==> config.mk <==
export PLATFORM = sky130hd
export DESIGN_NAME = button_pulse_classifier_unit_flat
export DESIGN_NICKNAME = d
export VERILOG_FILES = /design/src/rtl/core/bpc_pkg.sv /design/src/rtl/core/bpc_if.sv /design/src/rtl/core/bpc_history.sv /design/src/rtl/core/bpc_classify.sv /design/src/rtl/core/button_pulse_classifier_unit.sv /design/src/flat_wrapper.sv
export SDC_FILE = /design/constraint.sdc
export NUM_CORES = 1
export LEC_CHECK = 0
export BUFFER_PORTS_ARGS = -buffer_cell sky130_fd_sc_hd__buf_4
export CAP_MARGIN = 0
export CORE_UTILIZATION = 50
export CTS_CLUSTER_DIAMETER = 150
export DETAILED_ROUTE_END_ITERATION = 10
export GPL_ROUTABILITY_DRIVEN = 1
export GPL_TIMING_DRIVEN = 0
export HOLD_SLACK_MARGIN = 0.05
export PLACE_DENSITY = 0.71
export SYNTH_ARGS = -nofsm -noshare
export SYNTH_HDL_FRONTEND = slang
export SYNTH_SLANG_ARGS = --single-unit
==> constraint.sdc <==
create_clock -name clk -period 1.6 [get_ports clk]
set_input_delay 0.32 -clock clk [delete_from_list [all_inputs] [get_ports clk]]
set_output_delay 0.32 -clock clk [all_outputs]
set_load 0.02 [all_outputs]
==> src/rtl/core/bpc_pkg.sv <==
// Package for the button pulse classifier: window sizes, button indices,
// command and event codes, and the types shared by the core modules.
// No dependencies.
package bpc_pkg;

  localparam int unsigned SAMPLES_PER_WINDOW = 6;
  localparam int unsigned SHORT_SPAN         = 3;
  localparam int unsigned NUM_BUTTONS        = 5;

  localparam int unsigned SPAN_EFF =
    (SHORT_SPAN > SAMPLES_PER_WINDOW) ? SAMPLES_PER_WINDOW : SHORT_SPAN;
  localparam int unsigned CNT_W  = $clog2(SAMPLES_PER_WINDOW + 1);
  localparam int unsigned EVT_W  = 4;
  localparam int unsigned BTN_IDX_W = $clog2(NUM_BUTTONS);

  typedef logic [NUM_BUTTONS-1:0]        levels_t;
  typedef logic [SAMPLES_PER_WINDOW-1:0] hist_t;
  typedef hist_t [NUM_BUTTONS-1:0]       hist_arr_t;
  typedef logic [CNT_W-1:0]              cnt_t;
  typedef logic [EVT_W-1:0]              event_t;

  localparam hist_t FULL_MASK  = '1;
  localparam hist_t SHORT_MASK =
    hist_t'(((64'd1 << SPAN_EFF) - 64'd1) << (SAMPLES_PER_WINDOW - SPAN_EFF));

  typedef enum logic {
    CMD_EDGE = 1'b0,
    CMD_TICK = 1'b1
  } cmd_t;

  localparam logic [BTN_IDX_W-1:0] BTN_DOWN   = BTN_IDX_W'(0);
  localparam logic [BTN_IDX_W-1:0] BTN_LEFT   = BTN_IDX_W'(1);
  localparam logic [BTN_IDX_W-1:0] BTN_CENTER = BTN_IDX_W'(2);
  localparam logic [BTN_IDX_W-1:0] BTN_UP     = BTN_IDX_W'(3);
  localparam logic [BTN_IDX_W-1:0] BTN_RIGHT  = BTN_IDX_W'(4);

  localparam logic [BTN_IDX_W-1:0] PRIO_ORDER [NUM_BUTTONS] =
    '{BTN_CENTER, BTN_LEFT, BTN_DOWN, BTN_UP, BTN_RIGHT};

  localparam event_t EVT_MAX = event_t'(2 * NUM_BUTTONS - 1);

  // End-of-window snapshot from the history stage
  typedef struct packed {
    logic      done;
    hist_arr_t hist;
  } win_t;

  // Classification result
  typedef struct packed {
    logic   hit;
    event_t code;
  } cls_t;

endpackage

==> src/rtl/core/bpc_if.sv <==
// Valid/ready channel interfaces for the button pulse classifier.
// Depends on bpc_pkg.
interface bpc_in_if;
  logic              valid;
  logic              ready;
  logic              cmd;
  bpc_pkg::levels_t  levels;

  modport source (output valid, output cmd, output levels, input ready);
  modport sink   (input valid, input cmd, input levels, output ready);
endinterface

interface bpc_out_if;
  logic             valid;
  logic             ready;
  bpc_pkg::event_t  event_code;

  modport source (output valid, output event_code, input ready);
  modport sink   (input valid, input event_code, output ready);
endinterface

==> src/rtl/core/bpc_history.sv <==
// Per-button sample histories, tick counter and window arm flag.
// Reports the final histories on the closing tick. Depends on bpc_pkg.
module bpc_history (
  input  logic              clk,
  input  logic              rst_n,
  input  logic              fire,
  input  logic              cmd,
  input  bpc_pkg::levels_t  levels,
  output bpc_pkg::win_t     win
);
  import bpc_pkg::*;

  hist_arr_t hist_r, hist_nxt;
  cnt_t      cnt_r, cnt_nxt;
  logic      armed_r, armed_nxt;
  hist_arr_t shifted;
  logic      last_tick;

  always_comb begin
    for (int b = 0; b < NUM_BUTTONS; b++) begin
      shifted[b] = {hist_r[b][SAMPLES_PER_WINDOW-2:0], levels[b]};
    end
  end

  assign last_tick = (cnt_r == cnt_t'(SAMPLES_PER_WINDOW - 1));

  always_comb begin
    hist_nxt  = hist_r;
    cnt_nxt   = cnt_r;
    armed_nxt = armed_r;
    win.done  = 1'b0;
    win.hist  = shifted;
    if (fire) begin
      if (cmd == CMD_EDGE) begin
        hist_nxt  = '0;
        cnt_nxt   = '0;
        armed_nxt = 1'b1;
      end else if (armed_r) begin
        if (last_tick) begin
          hist_nxt  = '0;
          cnt_nxt   = '0;
          armed_nxt = 1'b0;
          win.done  = 1'b1;
        end else begin
          hist_nxt = shifted;
          cnt_nxt  = cnt_r + cnt_t'(1);
        end
      end
    end
  end

  always_ff @(posedge clk) begin
    if (!rst_n) begin
      hist_r  <= '0;
      cnt_r   <= '0;
      armed_r <= 1'b0;
    end else begin
      hist_r  <= hist_nxt;
      cnt_r   <= cnt_nxt;
      armed_r <= armed_nxt;
    end
  end

  a_cnt_bound: assert property (@(posedge clk) disable iff (!rst_n)
    cnt_r < cnt_t'(SAMPLES_PER_WINDOW))
    else $error("tick count past window");

  a_idle_clear: assert property (@(posedge clk) disable iff (!rst_n)
    !armed_r |-> (cnt_r == '0 && hist_r == '0))
    else $error("disarmed window holds samples");

  a_edge_arms: assert property (@(posedge clk) disable iff (!rst_n)
    (fire && cmd == CMD_EDGE) |=> (armed_r && cnt_r == '0 && hist_r == '0))
    else $error("edge did not restart window");

endmodule

==> src/rtl/core/bpc_classify.sv <==
// Long/short press classifier with fixed button priority.
// Depends on bpc_pkg.
module bpc_classify (
  input  bpc_pkg::hist_arr_t hist,
  output bpc_pkg::cls_t      cls
);
  import bpc_pkg::*;

  hist_t h;

  always_comb begin
    cls.hit  = 1'b0;
    cls.code = '0;
    h        = '0;
    for (int r = NUM_BUTTONS - 1; r >= 0; r--) begin
      h = hist[PRIO_ORDER[r]];
      if (h == FULL_MASK) begin
        cls.hit  = 1'b1;
        cls.code = event_t'(2 * r);
      end else if ((h & SHORT_MASK) != '0) begin
        cls.hit  = 1'b1;
        cls.code = event_t'(2 * r + 1);
      end
    end
  end

endmodule

==> src/rtl/core/button_pulse_classifier_unit.sv <==
// Top level of the button pulse classifier: history stage, classifier and
// result register. Depends on bpc_pkg, bpc_if, bpc_history, bpc_classify.
//
// Usage:
//   in_bus carries one item per transfer: cmd (edge or tick) and the five
//   button levels. An edge clears all histories and arms a window; each
//   tick while armed shifts in one sample per button. The tick that fills
//   the window classifies and may produce one event_code on out_bus.
//   An event appears on out_bus the cycle after the closing tick's transfer.
//   Throughput: one item per cycle unless out_bus stalls; the history update
//   and the priority select fit between the state registers and the result
//   register. A stalled receiver holds the event in the result register;
//   in_bus stays ready while out_bus is empty or is being drained in the
//   same cycle. Reset (rst_n low, synchronous) clears histories, the tick
//   count, the armed flag and the result valid; no clearing sweep is needed.
module button_pulse_classifier_unit (
  input  logic         clk,
  input  logic         rst_n,
  bpc_in_if.sink       in_bus,
  bpc_out_if.source    out_bus
);
  import bpc_pkg::*;

  logic   in_fire;
  win_t   win;
  cls_t   cls;
  logic   out_valid_r, out_valid_nxt;
  event_t out_event_r, out_event_nxt;

  assign in_bus.ready = !out_valid_r || out_bus.ready;
  assign in_fire      = in_bus.valid && in_bus.ready;

  bpc_history u_history (
    .clk    (clk),
    .rst_n  (rst_n),
    .fire   (in_fire),
    .cmd    (in_bus.cmd),
    .levels (in_bus.levels),
    .win    (win)
  );

  bpc_classify u_classify (
    .hist (win.hist),
    .cls  (cls)
  );

  always_comb begin
    out_valid_nxt = out_valid_r;
    out_event_nxt = out_event_r;
    if (out_bus.ready) begin
      out_valid_nxt = 1'b0;
    end
    if (in_fire && win.done && cls.hit) begin
      out_valid_nxt = 1'b1;
      out_event_nxt = cls.code;
    end
  end

  always_ff @(posedge clk) begin
    if (!rst_n) begin
      out_valid_r <= 1'b0;
    end else begin
      out_valid_r <= out_valid_nxt;
    end
  end

  always_ff @(posedge clk) begin
    out_event_r <= out_event_nxt;
  end

  assign out_bus.valid      = out_valid_r;
  assign out_bus.event_code = out_event_r;

  a_code_range: assert property (@(posedge clk) disable iff (!rst_n)
    out_valid_r |-> out_event_r <= EVT_MAX)
    else $error("event code out of range");

  a_event_src: assert property (@(posedge clk) disable iff (!rst_n)
    $rose(out_valid_r) |-> $past(in_fire && in_bus.cmd == CMD_TICK && win.done))
    else $error("event without closing tick");

endmodule

==> src/flat_wrapper.sv <==
// flat-port wrapper written by rule: the top's interface ports become plain ports
module button_pulse_classifier_unit_flat import bpc_pkg::*;
  (clk, rst_n, in_bus_valid, in_bus_cmd, in_bus_levels, in_bus_ready, out_bus_valid, out_bus_event_code, out_bus_ready);
  bpc_in_if in_bus_i ();
  bpc_out_if out_bus_i ();
  input  logic clk;
  input  logic rst_n;
  input wire logic [$bits(in_bus_i.valid)-1:0] in_bus_valid;
  input wire logic [$bits(in_bus_i.cmd)-1:0] in_bus_cmd;
  input wire logic [$bits(in_bus_i.levels)-1:0] in_bus_levels;
  output wire logic [$bits(in_bus_i.ready)-1:0] in_bus_ready;
  output wire logic [$bits(out_bus_i.valid)-1:0] out_bus_valid;
  output wire logic [$bits(out_bus_i.event_code)-1:0] out_bus_event_code;
  input wire logic [$bits(out_bus_i.ready)-1:0] out_bus_ready;
  assign in_bus_i.valid = in_bus_valid;
  assign in_bus_i.cmd = in_bus_cmd;
  assign in_bus_i.levels = in_bus_levels;
  assign in_bus_ready = in_bus_i.ready;
  assign out_bus_valid = out_bus_i.valid;
  assign out_bus_event_code = out_bus_i.event_code;
  assign out_bus_i.ready = out_bus_ready;
  button_pulse_classifier_unit u_core (.clk(clk), .rst_n(rst_n), .in_bus(in_bus_i), .out_bus(out_bus_i));
endmodule
==> run_results.csv, run 1 <==
group,metric,value,unit
die,die_w,53.7,um
final_layout,diodes,0,
critical_path,crit_path_max_incr_delay,440,ps
yosys,synthFlopType,"dfxtp_1",
yosys,yosys.cell_count.top_type,"dfxtp_1",
yosys,synth-compound-area-share,23.8,%
critical_path,crit_slowest_cell,"or4_4",
yosys,synth_edf_count,4,
timing,rsz0062_at_grt,"yes",
detailed_routing,ant_nets,0,
yosys,yosys.area_share.simple,17.6,%
critical_path,arrival,1770,ps
placed_design,dpl.hpwl,1.76,mm
timing,period_share,105,%
placed_design,portBuffers,15,
yosys,synth_top_family_by_area,"compound AO/OA/AOI/OAI gates",
yosys,postSynthCellCount,117,
yosys,synth_fp_nets,127,
yosys,ys.warnings.count,0,
yosys,synth-seq-area-share,54.0,%
yosys,synth_common_cells,"30 x dfxtp_1, 24 x a22o_1, 5 x nand2_1, 5 x nand4_1, 5 x nor3_1",
yosys,synth_seq_cells,34,
clocking,ctsHoldBuffers,0,
timing,setup_viol,1,
placed_design,post-place-cells,162,
clocking,root_buffer,"clkbuf_4",
die,die-area,2880,um^2
die,rows,18,
critical_path,startpoint,"u_core.u_history.win[17]",
timing,hold_slack,211,ps
critical_path,rr_startpoint,"u_core.u_history.win[17]",
yosys,yosys.area_share.xor_xnor,0,%
timing,tns,-72.3,ps
yosys,ys_types,38,
grt,grt_pass1_vias,908,
detailed_routing,drt-pass1-iter-count,4,
final_layout,drive_above_1_share,28.8,%
critical_path,crit_type,"flop to flop",
critical_path,critical_path.max_fanout,4,
timing,final.setup_skew,6.53,ps
clocking,clkLatencyLatePin,340,ps
yosys,synth.avg_cell_area,11.4,um^2
yosys,muxShareOfSynthArea,0.750,%
clocking,clk_pin_slew,100,ps
grt,antenna_found_initial,0,
die,pin_count,16,
critical_path,crit_chain,"or3_4 > or4_4 > nor3_2 > nor3_2",
outcome,failed_checks,"setup timing",
clocking,clk_path_buf_depth,2,
timing,relSlewSlack,67.6,%
timing,layout_min_cycle_time,1670,ps
grt,grt_first_pass_wirelength,4.12,mm
placed_design,dpl_cell_area,1490,um^2
detailed_routing,wirelength,2.51,mm
power,p_per_area,912,nW/um^2
final_layout,instances_no_fill,169,
timing,drv_slew,0,
detailed_routing,drt-initial-drc-count,19,
yosys,async_reset_ff_share,0,%
critical_path,worstSetupEndpointType,"flop",
timing,max_freq,0.598,GHz
die,initial_core_util,53.4,%
hold_path,hold_path.startpoint,"in_bus_levels[1]",
die,core_area,2500,um^2
critical_path,cp-start-kind,"flop",
detailed_routing,vias,993,
detailed_routing,drcViolationCount,0,
final_layout,final_area,1560,um^2
clocking,numCtsBuffers,5,
timing,final_hold_viol_count,0,
power,p_leak,0.598,nW
clocking,clkSinkCount,34,
die,die_y,53.7,um
outcome,status,"finished, violations left",
critical_path,crit_required,1690,ps
timing,worst_pin_slew,486,ps
final_layout,final_nets,148,
yosys,synth_area_leaders,"dfxtp_1 45%, a22o_1 16%, edfxtp_1 9.0%",
clocking,cts_tree,"yes",
flow_run,cap_violations,0,
yosys,synth_top_cell_area_share,45.0,%
yosys,synthAdderAreaFrac,0,%
power,peakVddDrop,632,uV
yosys,yosys.area.top_type,"dfxtp_1",
final_layout,syn_to_final_growth,17.1,%
hold_path,hold_path_class,"input port to flop",
yosys,synth_area,1340,um^2
placed_design,gp_congestion,0.737,
clocking,ctsHtreeMaxLevel,2,
detailed_routing,drt-vias-per-instance,5.88,
detailed_routing,routedWlPerCell,14.8,um
timing,finalWorstSetupSlack,-72.3,ps
critical_path,cpMostUsedCell,"nor3_2",
final_layout,fin_util,62.5,%
grt,grt_overflow,0,
grt,grt_max_degree,11,
grt,grt_util_all_layers,20.9,%
[logic make-up (layout without fill, tap and decap cells)]
logic type             after synthesis  count (layout)
AO/OA/AOI/OAI                       38              38
buffers and inverters                7              29
flip-flops                          34              34
multiplexers                         1               1
AND/OR/NAND/NOR                     37              37
[critical path: cells and delay by family (launching register included)]
family / cells / cell delay (ps)
and+or+nand+nor: 4 / 1080
DFF: 1 / 340
[timing repair]
| item | in CTS | in global routing |
|---|---|---|
| endpoints found under the setup margin | 6 | 28 |
| setup buffers | 0 | 0 |
| pin swaps | 1 | 0 |
| resized for setup | 2 | 2 |
[cell type report]
cell class | instances | area (um^2)
buffer | 5 | 43.8
clock buffer | 7 | 55.1
clock inverter | 1 | 5.00
fill | 205 | 937
inverter | 1 | 3.75
multi-input combinational | 76 | 581
sequential | 34 | 724
tap | 30 | 37.5
timing repair buffer | 15 | 113
[sequential cells by signal (all words and copies together), names as in the netlist]
name                       count
u_core.out_bus.valid           1
u_core.u_history.armed_r       1
u_core.u_history.cnt_r         3
u_core.u_history.win          25
u_core.out_bus.event_code      4
[through the flow]
stage,setup slack [ps],power (W)
floorplan,1.40,0.000920
detailed placement,-71.2,0.000951
CTS,-63.9,0.00143
global placement,-65.1,0.000949
finish,-72.3,0.00143
global route,-108,0.00148
[layer usage]
layer,track usage (%),vias to the layer above,part of all wire [%],wire length [um]
li1,-,501,-,-
met1,26.5,465,48,1200
met2,30.9,20,46,1160
met3,5.93,7,3.5,88
met4,13.2,0,2.5,62
met5,0,-,0,0
[path summary, 6_finish.rpt]
check | slack, ps | end | depth (start not counted)
worst max-delay path | -70 | u_core.out_bus.event_code[0] | 4
worst min register to register | 510 | u_core.u_history.win[15] | 1
worst min-delay path | 210 | u_core.u_history.win[7] | 2
worst max register to register | -70 | u_core.out_bus.event_code[0] | 4
[layout by cell type (no fill, tap or decap), types with 2 or more instances in the layout]
cell type	count
nand3_1	2
nand2_1	5
clkbuf_4	5
a21boi_0	3
a22o_1	24
nand4_1	5
buf_4	15
buf_2	2
dfxtp_2	3
and2_1	2
o21a_1	3
dfxtp_1	27
nor3_2	2
edfxtp_1	4
o21ai_0	2
buf_6	3
nor3_1	4
nor2_1	3
[power by group]
part / internal [W] / switching, W / total [W]
sequential: 0.000864 / 0.00000437 / 0.000868
combinational: 0.0000300 / 0.0000318 / 0.0000619
clock: 0.000213 / 0.000282 / 0.000495
total: 0.00111 / 0.000319 / 0.00143
Power figures use the tool's default switching activity.
==> run 2, diff against run 1 <==
CORE_ASPECT_RATIO = 1.75   (was not set)
==> run 2 against run 1 <==
Effect of this change:
- the flow still finishes with violations (setup timing)
- non-clock buffer count rose by 3
- register-to-register slack is essentially flat
- final cell count shrank 0.59%
- die area increased by 0.29%
- global-route usage is 0.88 points higher
- first-iteration DRC count down 47%
- fmax rose by 0.59%
- clock skew rose by 3.1 ps
- hold slack better by 49 ps
- sequential share of layout area is 1.7 points lower
- critical path depth is the same
- utilization grew 1.8 points
- critical path type unchanged
- highest routed layer unchanged
==> run_results.csv, run 2 (synthesized netlist as in run 1, its figures left out) <==
group,metric,value,unit
power,peakVddDrop,771,uV
timing,rsz0062_at_grt,"yes",
grt,grt_max_degree,11,
final_layout,layout_commonest_cell,"dfxtp_1",
die,rows,24,
critical_path,crit_path_max_incr_delay,440,ps
power,p_sw,0.000330,W
die,die-area,2890,um^2
timing,drv_slew,0,
power,p_per_area,970,nW/um^2
grt,grt_overflow,0,
critical_path,arrival,1700,ps
power,pwr-share-comb,4.2,%
timing,layout_min_cycle_time,1660,ps
final_layout,instances_no_fill,168,
critical_path,crit_type,"flop to flop",
detailed_routing,drt-initial-drc-count,10,
critical_path,crit_slowest_cell,"or4_4",
die,pin_count,16,
power,power.switching_fraction,21.0,%
final_layout,largest_register_ffs,25,
timing,setup_viol,1,
power,power_frac_seq,55.3,%
clocking,numCtsBuffers,5,
grt,grt_pass1_vias,981,
timing,hold_slack,260,ps
grt,grt_first_pass_wirelength,4.24,mm
final_layout,final_nets,151,
critical_path,crit_required,1640,ps
detailed_routing,drt-vias-per-instance,6.06,
critical_path,worstSetupEndpointType,"flop",
critical_path,path_buf_inv,0,
placed_design,dpl.hpwl,1.97,mm
power,finalPower,0.00157,W
outcome,failed_checks,"setup timing",
clocking,clk_path_buf_depth,2,
placed_design,portBuffers,15,
timing,worst_pin_slew,509,ps
timing,finalWorstSetupSlack,-62.5,ps
detailed_routing,wirelength,2.71,mm
placed_design,post-place-cells,158,
final_layout,mostFrequentLayoutCells,"27 x dfxtp_1, 24 x a22o_1, 18 x buf_4",
clocking,ctsHtreeMaxLevel,2,
power,clock_power_share,40.6,%
critical_path,cpMostUsedCell,"nor3_2",
outcome,status,"finished, violations left",
detailed_routing,drcViolationCount,0,
clocking,ctsHoldBuffers,0,
detailed_routing,routedWlPerCell,16.1,um
timing,period_share,104,%
placed_design,gp_congestion,0.826,
clocking,clk_pin_slew,70,ps
placed_design,pre_cts_ws,-60.2,ps
final_layout,syn_to_final_growth,21.5,%
flow_run,cap_violations,0,
timing,final_hold_viol_count,0,
detailed_routing,vias,1018,
grt,antenna_found_initial,0,
die,die_w,41.1,um
final_layout,diodes,0,
hold_path,hold_path_class,"input port to flop",
power,p_int,0.00124,W
timing,final.setup_skew,9.65,ps
clocking,root_buffer,"clkbuf_8",
grt,grt_util_all_layers,21.7,%
timing,relSlewSlack,65.8,%
timing,max_freq,0.602,GHz
clocking,clkLatencyLatePin,290,ps
critical_path,critical_path.max_fanout,4,
die,initial_core_util,52.9,%
clocking,cts_tree,"yes",
final_layout,drive_above_1_share,31.0,%
critical_path,crit_family,"simple AND/OR/NAND/NOR gates",
critical_path,crit_chain,"or3_4 > or4_4 > nor3_2 > nor3_2",
die,core_area,2520,um^2
clocking,clkSinkCount,34,
detailed_routing,drt-pass1-iter-count,4,
detailed_routing,ant_nets,0,
die,die_y,70.4,um
power,p_leak,0.625,nW
critical_path,cp-start-kind,"flop",
[run 2: changes by cell type in the layout (fill, tap and decap cells not counted), sizes merged]
cell | previous run | this run
buf | 20 | 23
[run 2: final timing paths]
check,from,end,slack (ps),cells after the start
hold / removal,in_bus_levels[0],u_core.u_history.win[1],260,2
setup reg to reg,u_core.u_history.win[17],u_core.out_bus.event_code[0],-60,4
setup / recovery,u_core.u_history.win[17],u_core.out_bus.event_code[0],-60,4
hold reg to reg,u_core.u_history.win[17],u_core.u_history.win[17],490,1
[run 2: routing by layer]
metal	global-route usage [%]	up-vias	routed length (um)
li1	-	508	-
met1	22.6	489	1110
met2	36.8	16	1470
met3	6.67	5	77
met4	8.89	0	51
met5	0	-	0
[run 2: timing repair]
item,CTS,global route
endpoints found under the hold margin,0,0
gates resized for setup,1,5
setup endpoints to repair,6,27
setup buffers,0,3
pin swaps,1,1
[run 2: stage by stage]
stage	util, %	instance area [um^2]	setup TNS [ps]
final	64.3	1620	-62.5
after floorplan	-	1340	0
after CTS	62.8	1590	-63.6
after global placement	59.0	1490	-627
after detailed placement	59.0	1490	-1150
after global routing	64.3	1620	-219
[run 2: final cells by class]
cell class / instances / area, um^2
inverter: 1 / 3.75
multi-input combinational: 76 / 591
tap: 26 / 32.5
timing repair buffer: 18 / 135
buffer: 5 / 43.8
clock buffer: 7 / 86.3
sequential: 34 / 724
fill: 215 / 901
clock inverter: 1 / 5.00
[run 2: worst reg2reg max path, cell delays in order, from the launching register on]
cell	delay, ps
dfxtp_2	330
or3_4	410
or4_4	440
nor3_2	190
nor3_2	50
[run 2: power by group through the flow]
| stage | Clock [W] | Sequential (W) | Combinational [W] |
|---|---|---|---|
| floorplan | 0 | 0.000887 | 0.0000327 |
| global placement | 0 | 0.000888 | 0.0000617 |
| detailed placement | 0 | 0.000888 | 0.0000635 |
| CTS | 0.000643 | 0.000869 | 0.0000637 |
| global route | 0.000684 | 0.000870 | 0.0000714 |
| finish | 0.000638 | 0.000869 | 0.0000655 |
==> run 3, diff against run 2 <==
ABC_AREA = 1   (was not set)
CORE_UTILIZATION = 52   (was 50)
PLACE_DENSITY = 0.72   (was 0.71)
==> run 3 against run 2 <==
Effect of this change:
- the flow finishes with violations (DRC)
- clock power fell by 7.4%
- routed wire length rose by 24%
- clock-buffer cell count is 1 lower
- sequential share of layout area fell by 6.2 points
- largest power group unchanged
==> run_results.csv, run 3 <==
group,metric,value,unit
yosys,synth_fp_nets,202,
power,clock_power_share,36.9,%
critical_path,path_buf_inv,2,
detailed_routing,ant_nets,0,
timing,final.setup_skew,8.16,ps
hold_path,hold_path_class,"input port to flop",
outcome,failed_checks,"DRC",
placed_design,gp_congestion,0.814,
grt,grt_max_degree,12,
final_layout,drive_above_1_share,28.4,%
power,p_int,0.00122,W
critical_path,crit_type,"flop to flop",
die,initial_core_util,54.9,%
yosys,synth_seq_cells,34,
power,p_leak,0.812,nW
yosys,synth_common_cells,"46 x nand2_1, 30 x dfxtp_1, 29 x nand3_1",
yosys,ys_types,27,
die,die-area,3360,um^2
timing,rsz0062_at_grt,"no",
clocking,ctsHtreeMaxLevel,2,
grt,grt_overflow,0,
final_layout,instances_no_fill,257,
yosys,synthFlopType,"dfxtp_1",
detailed_routing,vias,1368,
power,power.switching_fraction,23.9,%
placed_design,dpl.hpwl,2.56,mm
clocking,clk_pin_slew,70,ps
timing,tns,0,ps
timing,drv_slew,0,
critical_path,cpMostUsedCell,"inv_1",
yosys,synth_area,1620,um^2
timing,hold_slack,257,ps
critical_path,rr_startpoint,"u_core.u_history.win[21]",
detailed_routing,drcViolationCount,2,
timing,final_hold_viol_count,0,
yosys,ys.warnings.count,0,
critical_path,crit_family,"simple AND/OR/NAND/NOR gates",
clocking,clkSinkCount,34,
critical_path,startpoint,"u_core.u_history.win[21]",
critical_path,crit_path_max_incr_delay,350,ps
final_layout,final_area,1870,um^2
placed_design,portBuffers,15,
critical_path,r2r.worst_path.cells,6,
flow_run,cap_violations,0,
clocking,numCtsBuffers,5,
clocking,clk_path_buf_depth,2,
clocking,cts_resized,0,
clocking,ctsHoldBuffers,0,
critical_path,r2r_slack,120,ps
power,p_per_area,855,nW/um^2
yosys,synth.avg_cell_area,8.46,um^2
critical_path,crit_cells,6,
detailed_routing,drt-pass1-iter-count,7,
power,peakVddDrop,596,uV
final_layout,diodes,0,
clocking,root_buffer,"clkbuf_8",
hold_path,whs_path_depth,3,
grt,grt_pass1_vias,1342,
final_layout,mostFrequentLayoutCells,"46 x nand2_1, 30 x dfxtp_1, 29 x nand3_1",
die,core_area,2960,um^2
yosys,synth_area_leaders,"dfxtp_1 37%, nand3_2 12%, nand2_1 11%",
grt,grt_first_pass_wirelength,5.70,mm
timing,max_freq,0.674,GHz
critical_path,crit_slowest_cell,"dfxtp_1",
final_layout,register_area,721,um^2
critical_path,cp-start-kind,"flop",
detailed_routing,wirelength,3.35,mm
clocking,cts_tree,"yes",
grt,grt_util_all_layers,22.1,%
timing,layout_min_cycle_time,1480,ps
timing,period_share,92.7,%
critical_path,worst_r2r_endpoint,"u_core.out_bus.event_code[2]",
final_layout,syn_to_final_growth,15.3,%
die,pin_count,16,
timing,setup_viol,0,
power,p_sw,0.000382,W
timing,worst_pin_slew,292,ps
detailed_routing,routedWlPerCell,13.0,um
final_layout,final_nets,224,
placed_design,post-place-cells,249,
timing,relSlewSlack,80.4,%
yosys,synth_top_cell_area_share,37.0,%
detailed_routing,drt-initial-drc-count,48,
critical_path,worstSetupEndpointType,"flop",
die,rows,26,
clocking,cts_setup_buffers,0,
final_layout,largest_register_ffs,25,
outcome,status,"finished, violations left",
critical_path,crit_required,1640,ps
yosys,synth-seq-area-share,44.4,%
yosys,async_reset_ff_share,0,%
yosys,postSynthCellCount,192,
critical_path,crit_path_end,"u_core.out_bus.event_code[2]",
critical_path,arrival,1520,ps
die,die_y,75.9,um
detailed_routing,drt-vias-per-instance,5.32,
yosys,yosys.cell_count.top_type,"nand2_1",
critical_path,critical_path.max_fanout,4,
yosys,yosys.area.top_type,"dfxtp_1",
power,power_frac_seq,54.8,%
final_layout,multiInputGateArea,759,um^2
grt,antenna_found_initial,0,
final_layout,fin_util,63.2,%
critical_path,crit_chain,"nor3_1 > inv_1 > nor2_2 > nand2_1 > o21ai_1 > inv_1",
final_layout,layout_commonest_cell,"nand2_1",
clocking,clkLatencyLatePin,280,ps
final_layout,fillerInstances,246,
power,pwr-share-comb,8.2,%
yosys,synth_edf_count,4,
placed_design,dpl_cell_area,1790,um^2
die,die_w,44.2,um
## run 3: power by group through the flow
stage                     clock, W  sequential [W]  combinational, W
after floorplan                  0        0.000895         0.0000892
after detailed placement         0        0.000896          0.000132
final                     0.000591        0.000877          0.000132
after global routing      0.000634        0.000878          0.000143
after global placement           0        0.000895          0.000128
after CTS                 0.000604        0.000877          0.000133
## run 3: metal layers
metal | vias up | global-route usage, % | wire length [um] | part of all wire [%]
met3 | 5 | 4.29 | 108 | 3.2
li1 | 693 | - | - | -
met2 | 26 | 39.4 | 1870 | 56
met4 | 0 | 9.39 | 53 | 1.6
met5 | - | 0 | 0 | 0
met1 | 644 | 23.8 | 1320 | 39
## run 3: final cells by class
class                   count  share of cell area [%]
flip-flops and latches     34                    38.5
clock inverters             2                   0.535
repair buffers             15                    6.02
clock buffers               6                    3.88
inverters                  17                    3.68
plain buffers               8                    4.01
well taps                  42                    2.81
multi-input cells         133                    40.6
## run 3: stage by stage
| step | power, W | setup slack (ps) |
|---|---|---|
| 2_1_floorplan | 0.000984 | 270 |
| 3_3_place_gp | 0.00102 | 119 |
| 3_5_place_dp | 0.00103 | 111 |
| 4_1_cts | 0.00161 | 104 |
| 5_1_grt | 0.00165 | 9.07 |
| 6_report | 0.00160 | 116 |
## run 3: how the worst min path moves through the flow
stage | from | end
after floorplan | in_bus_levels[2] | u_core.u_history.win[13]
after global placement | u_core.u_history.cnt_r[1] | u_core.u_history.cnt_r[1]
after detailed placement | u_core.u_history.win[26] | u_core.u_history.win[27]
after CTS | in_bus_levels[1] | u_core.u_history.win[7]
after global routing | in_bus_levels[1] | u_core.u_history.win[7]
final | in_bus_levels[1] | u_core.u_history.win[7]
## run 3: kinds of logic after synthesis
logic type,after synthesis,synth area share [%]
AND/OR/NAND/NOR,115,39.5
AO/OA/AOI/OAI,18,7.24
flip-flops,34,44.4
buffers and inverters,25,8.86
## run 3: worst min-delay path, delay by kind of cell
kind,cells,cell delay [ps]
simple gates,2,110
buf+inv,1,90
